**config.mk**
```make
export PLATFORM = sky130hd
export DESIGN_NAME = lidar_wall_gap_steering
export DESIGN_NICKNAME = d
export VERILOG_FILES = /design/src/hdl/lwgs_pkg.sv /design/src/hdl/lwgs_csr.sv /design/src/hdl/lwgs_ctrl.sv /design/src/hdl/lwgs_dp.sv /design/src/hdl/lidar_wall_gap_steering.sv
export SDC_FILE = /design/constraint.sdc
export NUM_CORES = 2
export LEC_CHECK = 0
export BUFFER_PORTS_ARGS = -buffer_cell sky130_fd_sc_hd__clkbuf_2
export CORE_MARGIN = 2
export CORE_UTILIZATION = 50
export CTS_CLUSTER_SIZE = 16
export DETAILED_ROUTE_END_ITERATION = 8
export PLACE_DENSITY = 0.64
export SYNTH_ARGS = -nofsm -noshare
export SYNTH_HDL_FRONTEND = slang
export SYNTH_SLANG_ARGS = --single-unit
```
**constraint.sdc**
```tcl
create_clock -name clock -period 10.3 [get_ports clock]
set_clock_uncertainty 0.05 [all_clocks]
set_input_delay 1.03 -clock clock [delete_from_list [all_inputs] [get_ports clock]]
set_output_delay 1.03 -clock clock [all_outputs]
set_load 0.01 [all_outputs]
```
**src/hdl/lwgs_pkg.sv**
```systemverilog
package lwgs_pkg;

   localparam int COORD_BITS_DEF = 17;

   localparam int CSR_IDX_W  = 4;
   localparam int CSR_DATA_W = 16;
   localparam int DIST_W     = 16;
   localparam int STEER_W    = 12;
   localparam int SPEED_W    = 17;
   localparam int TURN_W     = 13;
   localparam int CLEAR_W    = 17;
   localparam int Q_SHIFT    = 12;

   // register map
   localparam logic [CSR_IDX_W-1:0] REG_OWN_RADIUS = 4'd0;
   localparam logic [CSR_IDX_W-1:0] REG_FWD_NEAR   = 4'd1;
   localparam logic [CSR_IDX_W-1:0] REG_FWD_FAR    = 4'd2;
   localparam logic [CSR_IDX_W-1:0] REG_SIDE_LIMIT = 4'd3;
   localparam logic [CSR_IDX_W-1:0] REG_STEER_GAIN = 4'd4;
   localparam logic [CSR_IDX_W-1:0] REG_TURN_LIMIT = 4'd5;
   localparam logic [CSR_IDX_W-1:0] REG_SLOW_DIST  = 4'd6;
   localparam logic [CSR_IDX_W-1:0] REG_STOP_DIST  = 4'd7;

   localparam logic [DIST_W-1:0]  RST_OWN_RADIUS = 16'd600;
   localparam logic [DIST_W-1:0]  RST_FWD_NEAR   = 16'd500;
   localparam logic [DIST_W-1:0]  RST_FWD_FAR    = 16'd5000;
   localparam logic [DIST_W-1:0]  RST_SIDE_LIMIT = 16'd5000;
   localparam logic [DIST_W-1:0]  RST_STEER_GAIN = 16'd2458;
   localparam logic [STEER_W-1:0] RST_TURN_LIMIT = 12'd600;
   localparam logic [DIST_W-1:0]  RST_SLOW_DIST  = 16'd1000;
   localparam logic [DIST_W-1:0]  RST_STOP_DIST  = 16'd500;

   localparam logic [SPEED_W-1:0] SPEED_CRUISE = 17'd100000;
   localparam logic [SPEED_W-1:0] SPEED_SLOW   = 17'd500;
   localparam logic [SPEED_W-1:0] SPEED_STOP   = 17'd0;
   localparam logic [CLEAR_W-1:0] CLEAR_MAX    = 17'h1FFFF;

   typedef struct packed {
      logic [DIST_W-1:0]  own_radius;
      logic [DIST_W-1:0]  fwd_near;
      logic [DIST_W-1:0]  fwd_far;
      logic [DIST_W-1:0]  side_limit;
      logic [DIST_W-1:0]  steer_gain;
      logic [STEER_W-1:0] turn_limit;
      logic [DIST_W-1:0]  slow_dist;
      logic [DIST_W-1:0]  stop_dist;
   } cfg_type;

   typedef struct packed {
      logic sqrt_load;
      logic sqrt_right;
      logic sqrt_step;
      logic cap_left;
      logic cap_right;
      logic mul;
      logic out_load;
   } cmd_type;

   typedef struct packed {
      logic last_pend;
      logic out_free;
   } sts_type;

endpackage

```
**src/hdl/lwgs_csr.sv**
```systemverilog
module lwgs_csr (
   input  logic                           clock,
   input  logic                           reset,
   input  logic                           csr_valid,
   output logic                           csr_ready,
   input  logic [lwgs_pkg::CSR_IDX_W-1:0] csr_index,
   input  logic [lwgs_pkg::CSR_DATA_W-1:0] csr_wdata,
   output lwgs_pkg::cfg_type              cfg
);
   import lwgs_pkg::*;

   cfg_type cfg_ff, cfg_in;

   assign csr_ready = 1'b1;
   assign cfg       = cfg_ff;

   always_comb begin
      cfg_in = cfg_ff;
      if (csr_valid) begin
         case (csr_index)
            REG_OWN_RADIUS: cfg_in.own_radius = csr_wdata;
            REG_FWD_NEAR:   cfg_in.fwd_near   = csr_wdata;
            REG_FWD_FAR:    cfg_in.fwd_far    = csr_wdata;
            REG_SIDE_LIMIT: cfg_in.side_limit = csr_wdata;
            REG_STEER_GAIN: cfg_in.steer_gain = csr_wdata;
            REG_TURN_LIMIT: cfg_in.turn_limit = csr_wdata[STEER_W-1:0];
            REG_SLOW_DIST:  cfg_in.slow_dist  = csr_wdata;
            REG_STOP_DIST:  cfg_in.stop_dist  = csr_wdata;
            default:        cfg_in = cfg_ff;
         endcase
      end
   end

   always_ff @(posedge clock) begin
      if (reset) begin
         cfg_ff.own_radius <= RST_OWN_RADIUS;
         cfg_ff.fwd_near   <= RST_FWD_NEAR;
         cfg_ff.fwd_far    <= RST_FWD_FAR;
         cfg_ff.side_limit <= RST_SIDE_LIMIT;
         cfg_ff.steer_gain <= RST_STEER_GAIN;
         cfg_ff.turn_limit <= RST_TURN_LIMIT;
         cfg_ff.slow_dist  <= RST_SLOW_DIST;
         cfg_ff.stop_dist  <= RST_STOP_DIST;
      end else begin
         cfg_ff <= cfg_in;
      end
   end

endmodule

```
**src/hdl/lwgs_ctrl.sv**
```systemverilog
module lwgs_ctrl #(
   parameter int COORD_BITS = lwgs_pkg::COORD_BITS_DEF
) (
   input  logic              clock,
   input  logic              reset,
   input  lwgs_pkg::sts_type sts,
   output lwgs_pkg::cmd_type cmd,
   output logic              req_stall
);
   import lwgs_pkg::*;

   localparam int CNT_W = $clog2(COORD_BITS);

   typedef enum logic [7:0] {
      ST_IDLE   = 8'b0000_0001,
      ST_LOAD_L = 8'b0000_0010,
      ST_RUN_L  = 8'b0000_0100,
      ST_LOAD_R = 8'b0000_1000,
      ST_RUN_R  = 8'b0001_0000,
      ST_CAP_R  = 8'b0010_0000,
      ST_MUL    = 8'b0100_0000,
      ST_OUT    = 8'b1000_0000
   } state_type;

   state_type        state_ff, state_in;
   logic [CNT_W-1:0] cnt_ff, cnt_in;
   logic             cnt_last;

   assign cnt_last  = (cnt_ff == CNT_W'(COORD_BITS - 1));
   // hold off new points while a frame end is in flight
   assign req_stall = (state_ff != ST_IDLE) || sts.last_pend;

   always_comb begin
      state_in = state_ff;
      cnt_in   = cnt_ff;
      cmd      = '0;
      case (state_ff)
         ST_IDLE: begin
            if (sts.last_pend) state_in = ST_LOAD_L;
         end
         ST_LOAD_L: begin
            cmd.sqrt_load = 1'b1;
            cnt_in        = '0;
            state_in      = ST_RUN_L;
         end
         ST_RUN_L: begin
            cmd.sqrt_step = 1'b1;
            cnt_in        = cnt_ff + 1'b1;
            if (cnt_last) state_in = ST_LOAD_R;
         end
         ST_LOAD_R: begin
            cmd.cap_left   = 1'b1;
            cmd.sqrt_load  = 1'b1;
            cmd.sqrt_right = 1'b1;
            cnt_in         = '0;
            state_in       = ST_RUN_R;
         end
         ST_RUN_R: begin
            cmd.sqrt_step = 1'b1;
            cnt_in        = cnt_ff + 1'b1;
            if (cnt_last) state_in = ST_CAP_R;
         end
         ST_CAP_R: begin
            cmd.cap_right = 1'b1;
            state_in      = ST_MUL;
         end
         ST_MUL: begin
            cmd.mul  = 1'b1;
            state_in = ST_OUT;
         end
         ST_OUT: begin
            if (sts.out_free) begin
               cmd.out_load = 1'b1;
               state_in     = ST_IDLE;
            end
         end
         default: state_in = ST_IDLE;
      endcase
   end

   always_ff @(posedge clock) begin
      if (reset) begin
         state_ff <= ST_IDLE;
         cnt_ff   <= '0;
      end else begin
         state_ff <= state_in;
         cnt_ff   <= cnt_in;
      end
   end

endmodule

```
**src/hdl/lwgs_dp.sv**
```systemverilog
module lwgs_dp #(
   parameter int COORD_BITS = lwgs_pkg::COORD_BITS_DEF
) (
   input  logic                              clock,
   input  logic                              reset,
   input  lwgs_pkg::cfg_type                 cfg,
   input  lwgs_pkg::cmd_type                 cmd,
   output lwgs_pkg::sts_type                 sts,
   input  logic                              req_accept,
   input  logic signed [COORD_BITS-1:0]      req_x_mm,
   input  logic signed [COORD_BITS-1:0]      req_y_mm,
   input  logic                              req_point_valid,
   input  logic                              req_last_point,
   output logic                              rsp_valid,
   input  logic                              rsp_stall,
   output logic [lwgs_pkg::SPEED_W-1:0]      rsp_speed_mm_s,
   output logic signed [lwgs_pkg::TURN_W-1:0] rsp_turn_rate_mrad,
   output logic [lwgs_pkg::CLEAR_W-1:0]      rsp_left_clear_mm,
   output logic [lwgs_pkg::CLEAR_W-1:0]      rsp_right_clear_mm,
   output logic                              rsp_empty_frame
);
   import lwgs_pkg::*;

   localparam int CB     = COORD_BITS;
   localparam int SQ_W   = 2 * CB;
   localparam int CMP_W  = ((CB > CLEAR_W) ? CB : CLEAR_W) + 1;
   localparam int R2C_W  = (SQ_W > 2 * DIST_W) ? SQ_W : 2 * DIST_W;
   localparam int REM_W  = CB + 2;
   localparam int RX_W   = CB + CLEAR_W;
   localparam int DIFF_W = CLEAR_W + 1;
   localparam int PROD_W = DIST_W + 1 + DIFF_W;

   // ---------------- point stage 1: squares and range flags ----------------
   logic [CB-1:0]           ax, ay;
   logic signed [CMP_W-1:0] x_ext, min_ext, max_ext;
   logic [SQ_W-1:0]         sqx_c, sqy_c;
   logic                    pass_c, left_c;

   logic            s1_vld_ff, s1_last_ff, s1_pt_ff, s1_pass_ff, s1_left_ff;
   logic [SQ_W-1:0] sqx_ff, sqy_ff;
   logic [2*DIST_W-1:0] sr2_ff;

   assign ax      = req_x_mm[CB-1] ? (~req_x_mm + CB'(1)) : req_x_mm;
   assign ay      = req_y_mm[CB-1] ? (~req_y_mm + CB'(1)) : req_y_mm;
   assign sqx_c   = ax * ax;
   assign sqy_c   = ay * ay;
   assign x_ext   = {{(CMP_W-CB){req_x_mm[CB-1]}}, req_x_mm};
   assign min_ext = {{(CMP_W-DIST_W){1'b0}}, cfg.fwd_near};
   assign max_ext = {{(CMP_W-DIST_W){1'b0}}, cfg.fwd_far};
   assign pass_c  = (x_ext >= min_ext) && (x_ext <= max_ext) &&
                    (CMP_W'(ay) <= CMP_W'(cfg.side_limit));
   assign left_c  = !req_y_mm[CB-1] && (|req_y_mm);

   always_ff @(posedge clock) begin
      if (reset) s1_vld_ff <= 1'b0;
      else       s1_vld_ff <= req_accept;
   end

   always_ff @(posedge clock) begin
      sr2_ff <= cfg.own_radius * cfg.own_radius;
      if (req_accept) begin
         s1_last_ff <= req_last_point;
         s1_pt_ff   <= req_point_valid;
         s1_pass_ff <= pass_c;
         s1_left_ff <= left_c;
         sqx_ff     <= sqx_c;
         sqy_ff     <= sqy_c;
      end
   end

   assign sts.last_pend = s1_vld_ff && s1_last_ff;

   // ---------------- point stage 2: nearest per side ----------------
   logic [SQ_W-1:0] r2, lbest_ff, lbest_in, rbest_ff, rbest_in;
   logic            keep;
   logic            lseen_ff, lseen_in, rseen_ff, rseen_in, has_pts_ff, has_pts_in;

   assign r2   = sqx_ff + sqy_ff;
   assign keep = s1_vld_ff && s1_pt_ff && s1_pass_ff &&
                 (R2C_W'(r2) >= R2C_W'(sr2_ff));

   always_comb begin
      lbest_in   = lbest_ff;
      rbest_in   = rbest_ff;
      lseen_in   = lseen_ff;
      rseen_in   = rseen_ff;
      has_pts_in = has_pts_ff;
      if (s1_vld_ff && s1_pt_ff) has_pts_in = 1'b1;
      if (keep) begin
         if (s1_left_ff) begin
            if (!lseen_ff || (r2 < lbest_ff)) lbest_in = r2;
            lseen_in = 1'b1;
         end else begin
            if (!rseen_ff || (r2 < rbest_ff)) rbest_in = r2;
            rseen_in = 1'b1;
         end
      end
      if (cmd.out_load) begin
         lseen_in   = 1'b0;
         rseen_in   = 1'b0;
         has_pts_in = 1'b0;
      end
   end

   always_ff @(posedge clock) begin
      if (reset) begin
         lseen_ff   <= 1'b0;
         rseen_ff   <= 1'b0;
         has_pts_ff <= 1'b0;
      end else begin
         lseen_ff   <= lseen_in;
         rseen_ff   <= rseen_in;
         has_pts_ff <= has_pts_in;
      end
   end

   always_ff @(posedge clock) begin
      lbest_ff <= lbest_in;
      rbest_ff <= rbest_in;
   end

   // ---------------- shared integer square root, one root bit per cycle ----
   logic [SQ_W-1:0]    n_ff, n_in;
   logic [REM_W-1:0]   rem_ff, rem_in, pre, trial;
   logic [CB-1:0]      root_ff, root_in;
   logic [RX_W-1:0]    root_x;
   logic [CLEAR_W-1:0] root_sat;

   assign pre   = {rem_ff[CB-1:0], n_ff[SQ_W-1 -: 2]};
   assign trial = {root_ff, 2'b01};

   always_comb begin
      n_in    = n_ff;
      rem_in  = rem_ff;
      root_in = root_ff;
      if (cmd.sqrt_load) begin
         n_in    = cmd.sqrt_right ? rbest_ff : lbest_ff;
         rem_in  = '0;
         root_in = '0;
      end else if (cmd.sqrt_step) begin
         n_in = n_ff << 2;
         if (pre >= trial) begin
            rem_in  = pre - trial;
            root_in = {root_ff[CB-2:0], 1'b1};
         end else begin
            rem_in  = pre;
            root_in = {root_ff[CB-2:0], 1'b0};
         end
      end
   end

   always_ff @(posedge clock) begin
      n_ff    <= n_in;
      rem_ff  <= rem_in;
      root_ff <= root_in;
   end

   assign root_x   = RX_W'(root_ff);
   assign root_sat = (root_x > RX_W'(CLEAR_MAX)) ? CLEAR_MAX : root_x[CLEAR_W-1:0];

   // ---------------- clearances, steering product ----------------
   logic [CLEAR_W-1:0]       lc_ff, rc_ff, fwd_clear;
   logic signed [DIFF_W-1:0] diff;
   logic signed [PROD_W-1:0] prod_ff;

   assign fwd_clear = CLEAR_W'(cfg.fwd_far);
   assign diff      = $signed({1'b0, lc_ff}) - $signed({1'b0, rc_ff});

   always_ff @(posedge clock) begin
      if (cmd.cap_left)  lc_ff <= lseen_ff ? root_sat : fwd_clear;
      if (cmd.cap_right) rc_ff <= rseen_ff ? root_sat : fwd_clear;
      if (cmd.mul)       prod_ff <= $signed({1'b0, cfg.steer_gain}) * diff;
   end

   // ---------------- result ----------------
   logic signed [PROD_W-1:0] turn_full, lim_pos, lim_neg;
   logic signed [TURN_W-1:0] turn_c;
   logic [CLEAR_W-1:0]       closest;
   logic [SPEED_W-1:0]       speed_c;

   // arithmetic shift floors toward minus infinity
   assign turn_full = prod_ff >>> Q_SHIFT;
   assign lim_pos   = $signed({{(PROD_W-STEER_W){1'b0}}, cfg.turn_limit});
   assign lim_neg   = -lim_pos;
   assign closest   = (lc_ff < rc_ff) ? lc_ff : rc_ff;

   always_comb begin
      if (turn_full > lim_pos)      turn_c = lim_pos[TURN_W-1:0];
      else if (turn_full < lim_neg) turn_c = lim_neg[TURN_W-1:0];
      else                          turn_c = turn_full[TURN_W-1:0];
      if (CLEAR_W'(cfg.stop_dist) > closest)      speed_c = SPEED_STOP;
      else if (CLEAR_W'(cfg.slow_dist) > closest) speed_c = SPEED_SLOW;
      else                                        speed_c = SPEED_CRUISE;
   end

   logic out_vld_ff;

   assign sts.out_free = !out_vld_ff || !rsp_stall;
   assign rsp_valid    = out_vld_ff;

   always_ff @(posedge clock) begin
      if (reset)             out_vld_ff <= 1'b0;
      else if (cmd.out_load) out_vld_ff <= 1'b1;
      else if (!rsp_stall)   out_vld_ff <= 1'b0;
   end

   always_ff @(posedge clock) begin
      if (cmd.out_load) begin
         rsp_speed_mm_s     <= speed_c;
         rsp_turn_rate_mrad <= turn_c;
         rsp_left_clear_mm  <= lc_ff;
         rsp_right_clear_mm <= rc_ff;
         rsp_empty_frame    <= !has_pts_ff;
      end
   end

endmodule

```
**src/hdl/lidar_wall_gap_steering.sv**
```systemverilog
// Points: one transaction per cycle unless stalled; a point is in the per-side minimum
// in the cycle after acceptance (squares register on acceptance, then compare and update).
// Frame end: once the last point is accepted, input stalls until the result loads;
// the shared square-root unit resolves one root bit per cycle for left, then right.
// The output register lets the next frame start early.
// Reset (synchronous): registers to defaults, frame state empty, no result pending.
module lidar_wall_gap_steering #(
   parameter int COORD_BITS = lwgs_pkg::COORD_BITS_DEF
) (
   input  logic                               clock,
   input  logic                               reset,
   input  logic                               req_valid,
   output logic                               req_stall,
   input  logic signed [COORD_BITS-1:0]       req_x_mm,
   input  logic signed [COORD_BITS-1:0]       req_y_mm,
   input  logic                               req_point_valid,
   input  logic                               req_last_point,
   output logic                               rsp_valid,
   input  logic                               rsp_stall,
   output logic [lwgs_pkg::SPEED_W-1:0]       rsp_speed_mm_s,
   output logic signed [lwgs_pkg::TURN_W-1:0] rsp_turn_rate_mrad,
   output logic [lwgs_pkg::CLEAR_W-1:0]       rsp_left_clear_mm,
   output logic [lwgs_pkg::CLEAR_W-1:0]       rsp_right_clear_mm,
   output logic                               rsp_empty_frame,
   input  logic                               csr_valid,
   output logic                               csr_ready,
   input  logic [lwgs_pkg::CSR_IDX_W-1:0]     csr_index,
   input  logic [lwgs_pkg::CSR_DATA_W-1:0]    csr_wdata
);
   import lwgs_pkg::*;

   cfg_type cfg;
   cmd_type cmd;
   sts_type sts;
   logic    req_accept;

   assign req_accept = req_valid && !req_stall;

   lwgs_csr u_csr (
      .clock     (clock),
      .reset     (reset),
      .csr_valid (csr_valid),
      .csr_ready (csr_ready),
      .csr_index (csr_index),
      .csr_wdata (csr_wdata),
      .cfg       (cfg)
   );

   lwgs_ctrl #(.COORD_BITS(COORD_BITS)) u_ctrl (
      .clock     (clock),
      .reset     (reset),
      .sts       (sts),
      .cmd       (cmd),
      .req_stall (req_stall)
   );

   lwgs_dp #(.COORD_BITS(COORD_BITS)) u_dp (
      .clock              (clock),
      .reset              (reset),
      .cfg                (cfg),
      .cmd                (cmd),
      .sts                (sts),
      .req_accept         (req_accept),
      .req_x_mm           (req_x_mm),
      .req_y_mm           (req_y_mm),
      .req_point_valid    (req_point_valid),
      .req_last_point     (req_last_point),
      .rsp_valid          (rsp_valid),
      .rsp_stall          (rsp_stall),
      .rsp_speed_mm_s     (rsp_speed_mm_s),
      .rsp_turn_rate_mrad (rsp_turn_rate_mrad),
      .rsp_left_clear_mm  (rsp_left_clear_mm),
      .rsp_right_clear_mm (rsp_right_clear_mm),
      .rsp_empty_frame    (rsp_empty_frame)
   );

endmodule

```
Yosys cells after proc, flatten, opt, wreduce, memory -nomap -nowiden
Index checks and enable logic that the tools add are counted.
W data, S select, Z words.
{"block": "op_classes", "eq_ne": 22, "n_mul": 4, "add_sub_neg": 7, "bitwise_logic": 3, "n_lt_le_gt_ge": 13, "reduce_logical": 39, "muxes": 29}
{"cell": "$mux W17", "count": 6}
{"cell": "$mux W34", "count": 3}
{"cell": "$lt A34 B34 Y1", "count": 2}
{"cell": "$mul A17 B17 Y34", "count": 2}
{"cell": "$pmux W8 S8", "count": 1}
{"cell": "$lt A23 B35 Y1", "count": 1}
{"cell": "$mul A17 B18 Y35", "count": 1}
{"cell": "$neg A12 Y35", "count": 1}
{"cell": "$add A17 B2 Y17 const B", "count": 2}
{"cell": "$add A34 B34 Y34", "count": 1}
{"cell": "$ge A34 B32 Y1", "count": 1}
{"cell": "$gt A16 B17 Y1", "count": 2}
{"cell": "$not A17 Y17", "count": 2}
{"cell": "$mul A16 B16 Y32", "count": 1}
{"cell": "$mux W16", "count": 2}
{"cell": "$mux W8", "count": 4}
{"cell": "$gt A23 B13 Y1", "count": 1}
{"cell": "$reduce_and A2 Y1", "count": 10}
{"cell": "$ge A19 B19 Y1", "count": 1}
{"cell": "$sub A17 B17 Y18", "count": 1}
{"cell": "$ge A17 B17 Y1", "count": 1}
{"cell": "$gt A17 B17 Y1 const B", "count": 1}
{"cell": "$le A17 B16 Y1", "count": 1}
{"cell": "$le A17 B17 Y1", "count": 1}
{"cell": "other kinds (32)", "count": 68}
{"block": "totals", "regBits": 516, "output_inout_bits": 68, "word_cells": 155, "input_bits": 61}

Logic depth before layout (Yosys ltp)
{"block": "depth", "word_depth": 5, "depth_mapped": 35, "ltp_nobuf": 34}

Hierarchy
A second synthesis with hierarchy kept.
{"block": "unflattened", "cells_unflattened": 6363, "hier_area_um2": 60633.2}
{"mod": "lwgs_dp", "seq_area_each_um2": 9809.4, "cells_each": 5804, "area_per_inst_um2": 54923.9, "n_inst": 1}
{"mod": "lwgs_csr", "seq_area_each_um2": 2482.4, "cells_each": 467, "area_per_inst_um2": 4865.9, "n_inst": 1}
{"mod": "lwgs_ctrl", "seq_area_each_um2": 260.2, "cells_each": 91, "area_per_inst_um2": 829.5, "n_inst": 1}
{"mod": "lidar_wall_gap_steering", "seq_area_each_um2": 0.0, "cells_each": 1, "area_per_inst_um2": 13.8, "n_inst": 1}

Least setup slack after synthesis
No wires, ideal clock.
{"block": "synth_timing", "path_type": "in2reg", "startpoint": "input req_x_mm[5]", "endpoint": "register u_dp.sqx_ff[33] (data pin)", "cell_stages": 25, "required_ns": 9.995, "arrival_ns": 8.633, "n_path_buf": 0, "setup_slack_ns": 1.361, "setup_time_ns": 0.255, "cell_sequence": "or4_4 or3_4 or3_4 o41ai_1 xor2_1 clkinv_1 nand2_1 fa_1 fa_1 fa_1 inv_1 fa_1 inv_1 fa_1 inv_1 fa_1 ha_1 a21o_1 a21oi_1 a2bb2oi_1 a31oi_1 o21ai_0 o31ai_1 or4_2 and3_1"}
{"block": "synth_between", "elab_chain_len": 4}
{"item": "start: declaration", "line": "lidar_wall_gap_steering.sv:14", "rtl": "input logic signed [COORD_BITS-1:0] req_x_mm,"}
{"item": "$not A17 Y17", "line": "lwgs_dp.sv:43", "rtl": "assign ax = req_x_mm[CB-1] ? (~req_x_mm + CB'(1)) : req_x_mm;"}
{"item": "$add A17 B2 Y17", "line": "lwgs_dp.sv:43"}
{"item": "$mux W17 *", "line": "lwgs_dp.sv:43"}
{"item": "$mul A17 B17 Y34 *", "line": "lwgs_dp.sv:45", "rtl": "assign sqx_c = ax * ax;"}
{"item": "via u_dp.sqx_c[33]", "line": "lwgs_dp.sv:36", "rtl": "logic [SQ_W-1:0] sqx_c, sqy_c;"}
{"item": "end signal: assignment", "line": "lwgs_dp.sv:66", "rtl": "sqx_ff <= sqx_c;"}
{"item": "end: declaration", "line": "lwgs_dp.sv:40", "rtl": "logic [SQ_W-1:0] sqx_ff, sqy_ff;"}
Mark *: on every way through the listed nets, which the timed path passes. The rest lies on a longest branch.
A chain may end at the register's enable or synchronous reset.

Final worst setup path
{"block": "layout_timing", "startpoint": "register u_dp.rc_ff[1]", "endpoint": "register u_dp.prod_ff[34] (data pin)"}
{"block": "layout_between", "elab_chain_len": 2}
{"item": "start: declaration", "line": "lwgs_dp.sv:162", "rtl": "logic [CLEAR_W-1:0] lc_ff, rc_ff, fwd_clear;"}
{"item": "start signal: assignment", "line": "lwgs_dp.sv:171", "rtl": "if (cmd.cap_right) rc_ff <= rseen_ff ? root_sat : fwd_clear;"}
{"item": "$sub A17 B17 Y18", "line": "lwgs_dp.sv:167", "rtl": "assign diff = $signed({1'b0, lc_ff}) - $signed({1'b0, rc_ff});"}
{"item": "$mul A17 B18 Y35", "line": "lwgs_dp.sv:172", "rtl": "if (cmd.mul) prod_ff <= $signed({1'b0, cfg.steer_gain}) * diff;"}
{"item": "end signal: assignment", "line": "lwgs_dp.sv:172"}
{"item": "end: declaration", "line": "lwgs_dp.sv:164", "rtl": "logic signed [PROD_W-1:0] prod_ff;"}
Every way passes these cells.

==> results.sh <==
export IMPL_outcome="completed"
export IMPL_i_o_pins=129
export IMPL_io_buffer_count=120
export IMPL_via_per_inst=5.33
export IMPL_setup_viol=0
export IMPL_power_per_cell_area_nw_per_um2=359
export IMPL_rows=126
export IMPL_clkSlewWorstSetupHoldPaths_ns=0.06
export IMPL_grt_ovfl_total=0
export IMPL_min_delay_start="u_csr.cfg[0]$_SDFFE_PP0P_"
export IMPL_finish_net_count=8121
export IMPL_critical_path_class="reg -> reg"
export IMPL_core_area_sq_um=118000
export IMPL_reg2regPathDepth=31
export IMPL_max_freq_mhz=107
export IMPL_area_share_of_the_leading_cell_type_in_the_synthesized_netlist_pct=28.0
export IMPL_slowest_stage="sky130_fd_sc_hd__or4_1"
export IMPL_hold_path_depth=2
export IMPL_design_area_sq_um=64400
export IMPL_totalNegativeSetupSlack_ns=0
export IMPL_regArea_sq_um=12600
export IMPL_crit_path_arrival_time_ns=9.66
export IMPL_post_synth_top_area_cell="sky130_fd_sc_hd__fa_1"
export IMPL_finalMaxSlewViolations=0
export IMPL_min_delay_path_class="reg -> reg"
export IMPL_setup_worst_path_start_class="flop"
export IMPL_cts_hold_repair_buffers=0
export IMPL_switching_share_pct=48.3
export IMPL_tritoncts="built"
export IMPL_cts_root_buf="sky130_fd_sc_hd__clkbuf_16"
export IMPL_drt_iter0_markers=2947
export IMPL_rsz_0062_raised_after_global_routing="no"
export IMPL_post_route_cells_drive_above_1_share_pct=5.36
export IMPL_power_leakage_nw=31.9
export IMPL_area_overhead_of_the_layout_relative_to_synthesis_pct=7.61
export IMPL_synth_edff_count=280
export IMPL_worst_pin_slew_ns=1.29
export IMPL_finalCoreUtilization_pct=54.4
export IMPL_power_sequential_fraction_pct=14.8
export IMPL_n_fill_cell=10700
export IMPL_power_frac_comb_pct=75.9
export IMPL_r2r_end="u_dp.prod_ff[34]$_DFFE_PP_"
export IMPL_initial_antenna_violation_count=3
export IMPL_multi_input_comb_area_sq_um=41400
export IMPL_postSynthCellCount=6459
export IMPL_timing_critical_path_required_ns=10.65
export IMPL_groute_usage_overall_pct=25.1
export IMPL_die_height_microns=350
export IMPL_vdd_drop_max_mv=0.701
export IMPL_dpl_cell_area_sq_um=62400
export IMPL_worst_setup_path_end_kind="flop"
export IMPL_yosys_warnings=0
export IMPL_worst_hold_path_endpoint="u_csr.cfg[0]$_SDFFE_PP0P_"
export IMPL_worstSkewPairLatency_ns=0.69
export IMPL_switchingPower_mw=11.2
export IMPL_ys_top_cells_by_count="sky130_fd_sc_hd__inv_1, sky130_fd_sc_hd__fa_1, sky130_fd_sc_hd__nand2_1, sky130_fd_sc_hd__ha_1, sky130_fd_sc_hd__nor2_1"
export IMPL_remaining_routing_drc_violations=0
export IMPL_post_synth_cell_area_avg_sq_um=9.26
export IMPL_worst_r2r_startpoint="u_dp.rc_ff[1]$_DFFE_PN_"
export IMPL_postSynth_topFlopCell="sky130_fd_sc_hd__edfxtp_1"
export IMPL_reg2reg_setup_slack_ns=0.99
export IMPL_final_hold_viol_count=0
export IMPL_synth_area_sq_um=59800
export IMPL_ys_seq_elements=487
export IMPL_cp_common_cell="sky130_fd_sc_hd__fa_1"
export IMPL_number_of_buffers_inserted_during_clock_tree_synthesis=56
export IMPL_clkSinkCount=487
export IMPL_wire_length_of_the_first_global_routing_pass_microns=242000
export IMPL_crit_fanout=16
export IMPL_die_area_sq_um=122000
export IMPL_routedWlPerCell_microns=18.3
export IMPL_p_int_mw=11.9
export IMPL_dr_total_vias=43600
export IMPL_max_clock_path_buffers=3
export IMPL_initial_core_util_pct=50.5
export IMPL_post_cts_resized_instances=0
export IMPL_ant_nets=0
export IMPL_max_stage_delay_ns=0.86
export IMPL_timing_slew_headroom_pct=13.1
export IMPL_layout_worst_path_cycle_share_pct=90.4
export IMPL_synth_sequential_area_ratio_pct=21.0
export IMPL_fin_crit_ns=9.31
export IMPL_die_wd_microns=350
export IMPL_dpl_hpwl_microns=120000
export IMPL_drt_pass1_iter_count=6
export IMPL_clockPowerShare_pct=9.2
export IMPL_finalWeightedCongestion=0.919
export IMPL_grt_max_degree=98
export IMPL_netlist_top_cells_area="sky130_fd_sc_hd__fa_1, sky130_fd_sc_hd__ha_1, sky130_fd_sc_hd__edfxtp_1"
export IMPL_cts_max_level=2
export IMPL_synthDistinctLibCells=86
export IMPL_wirelength_microns=150000
export IMPL_synth_most_common_cell="sky130_fd_sc_hd__inv_1"
export IMPL_post_cts_repair_setup_buffers=0
export IMPL_drv_cap=0
export IMPL_async_reset_ff_share_pct=0
export IMPL_via_count_of_the_first_global_routing_pass=45200
[registers in the layout, indices dropped and copies added (netlist names), 23 cells and up]
signal	count
u_dp.sr2_ff	31
u_csr.cfg	124
u_dp.sqx_ff	33
u_dp.rbest_ff	34
u_dp.prod_ff	23
u_dp.n_ff	34
u_dp.sqy_ff	33
u_dp.lbest_ff	34
[critical path, delay by kind of cell, from the launching register on]
| family | cells | cell delay (ns) |
|---|---|---|
| flip-flops | 1 | 0.41 |
| XOR/XNOR | 1 | 0.10 |
| adder cells (fa/ha/maj) | 8 | 3.70 |
| AND/OR/NAND/NOR | 4 | 1.64 |
| AO/OA/AOI/OAI | 13 | 2.82 |
| buffers and inverters | 5 | 0.29 |
[metal layers]
layer | vias up | routed length (microns) | share of wire, % | track usage (%)
met2 | 1017 | 73400 | 49 | 43.8
met4 | 0 | 3780 | 2.5 | 6.41
li1 | 20700 | - | - | -
met1 | 21700 | 64900 | 43 | 33.3
met3 | 205 | 7580 | 5.1 | 2.63
met5 | - | 0 | 0 | 0
[per-stage QoR]
step | total power, mW | std cells | hold WS [ns] | setup WS [ns]
4_1_cts | 23.3 | 8185 | 0.401 | 1.08
6_report | 23.1 | 8187 | 0.406 | 0.986
2_1_floorplan | 16.6 | 6489 | 0.348 | 1.36
3_5_place_dp | 21.0 | 8079 | 0.385 | 0.755
3_3_place_gp | 20.7 | 8079 | 0.389 | 0.877
5_1_grt | 25.7 | 8185 | 0.415 | 0.382
[cells by family (layout without fill, tap and decap cells)]
logic type      after synthesis  count (layout)  share of synthesized area (%)
mux                          43              43                          0.730
compound gates              861             861                           9.04
other cells                   2              34                         0.0126
flops                       487             487                           21.0
xor+xnor                    217             217                           3.21
buf+inv                    1585            1681                           10.1
fa+ha+maj                  1529            1529                           42.4
simple gates               1735            1735                           13.5
[cell type report]
type	count	area share (%)
Clock buffer	65	2.34
Clock inverter	41	0.762
Sequential cell	487	19.5
Inverter	1370	7.99
Multi-Input combinational cell	4417	64.4
Timing Repair Buffer	205	1.93
Tap cell	1600	3.11
Antenna cell	2	0.00777
[how the worst max path moves through the flow]
stage	start	slack (ns)	cells after the start	end
after global routing	u_dp.rc_ff[1]$_DFFE_PN_	0.38	31	u_dp.prod_ff[34]$_DFFE_PP_
final	u_dp.rc_ff[1]$_DFFE_PN_	0.99	31	u_dp.prod_ff[34]$_DFFE_PP_
after CTS	u_dp.rc_ff[1]$_DFFE_PN_	1.08	31	u_dp.prod_ff[34]$_DFFE_PP_
after detailed placement	req_x_mm[5]	0.76	26	u_dp.sqx_ff[26]$_DFFE_PP_
after floorplan	req_x_mm[5]	1.36	25	u_dp.sqx_ff[33]$_DFFE_PP_
after global placement	req_x_mm[5]	0.88	27	u_dp.sqx_ff[33]$_DFFE_PP_
[cells in the final DEF (no fill, tap or decap), types with 18 or more instances in the layout]
cell type,n
sky130_fd_sc_hd__a21oi_1,277
sky130_fd_sc_hd__clkbuf_16,57
sky130_fd_sc_hd__conb_1,32
sky130_fd_sc_hd__dfxtp_1,207
sky130_fd_sc_hd__a211oi_1,34
sky130_fd_sc_hd__clkbuf_2,120
sky130_fd_sc_hd__nor3_1,66
sky130_fd_sc_hd__o21a_1,52
sky130_fd_sc_hd__or3_1,18
sky130_fd_sc_hd__nand2_1,736
sky130_fd_sc_hd__o21ai_0,171
sky130_fd_sc_hd__xor2_1,61
sky130_fd_sc_hd__and2_1,165
sky130_fd_sc_hd__nand3b_1,38
sky130_fd_sc_hd__buf_4,86
sky130_fd_sc_hd__a31oi_1,44
sky130_fd_sc_hd__mux2i_1,38
sky130_fd_sc_hd__and3_1,44
sky130_fd_sc_hd__fa_1,836
sky130_fd_sc_hd__nand2b_1,44
sky130_fd_sc_hd__a21o_1,117
sky130_fd_sc_hd__clkinv_1,20
sky130_fd_sc_hd__inv_1,1352
sky130_fd_sc_hd__nand4_1,46
sky130_fd_sc_hd__nor2_1,360
sky130_fd_sc_hd__xnor2_1,154
sky130_fd_sc_hd__nor2b_1,72
sky130_fd_sc_hd__ha_1,687
sky130_fd_sc_hd__nand3_1,81
sky130_fd_sc_hd__edfxtp_1,280
[power by group through the flow]
| stage | Sequential (mW) | Combinational, mW | Clock (mW) |
|---|---|---|---|
| final | 3.43 | 17.6 | 2.14 |
| after global routing | 3.45 | 20.0 | 2.25 |
| after CTS | 3.43 | 17.7 | 2.17 |
| after detailed placement | 3.47 | 17.5 | 0 |
| after global placement | 3.47 | 17.3 | 0 |
| after floorplan | 3.40 | 13.2 | 0 |
(Power assumes the default switching activity.)
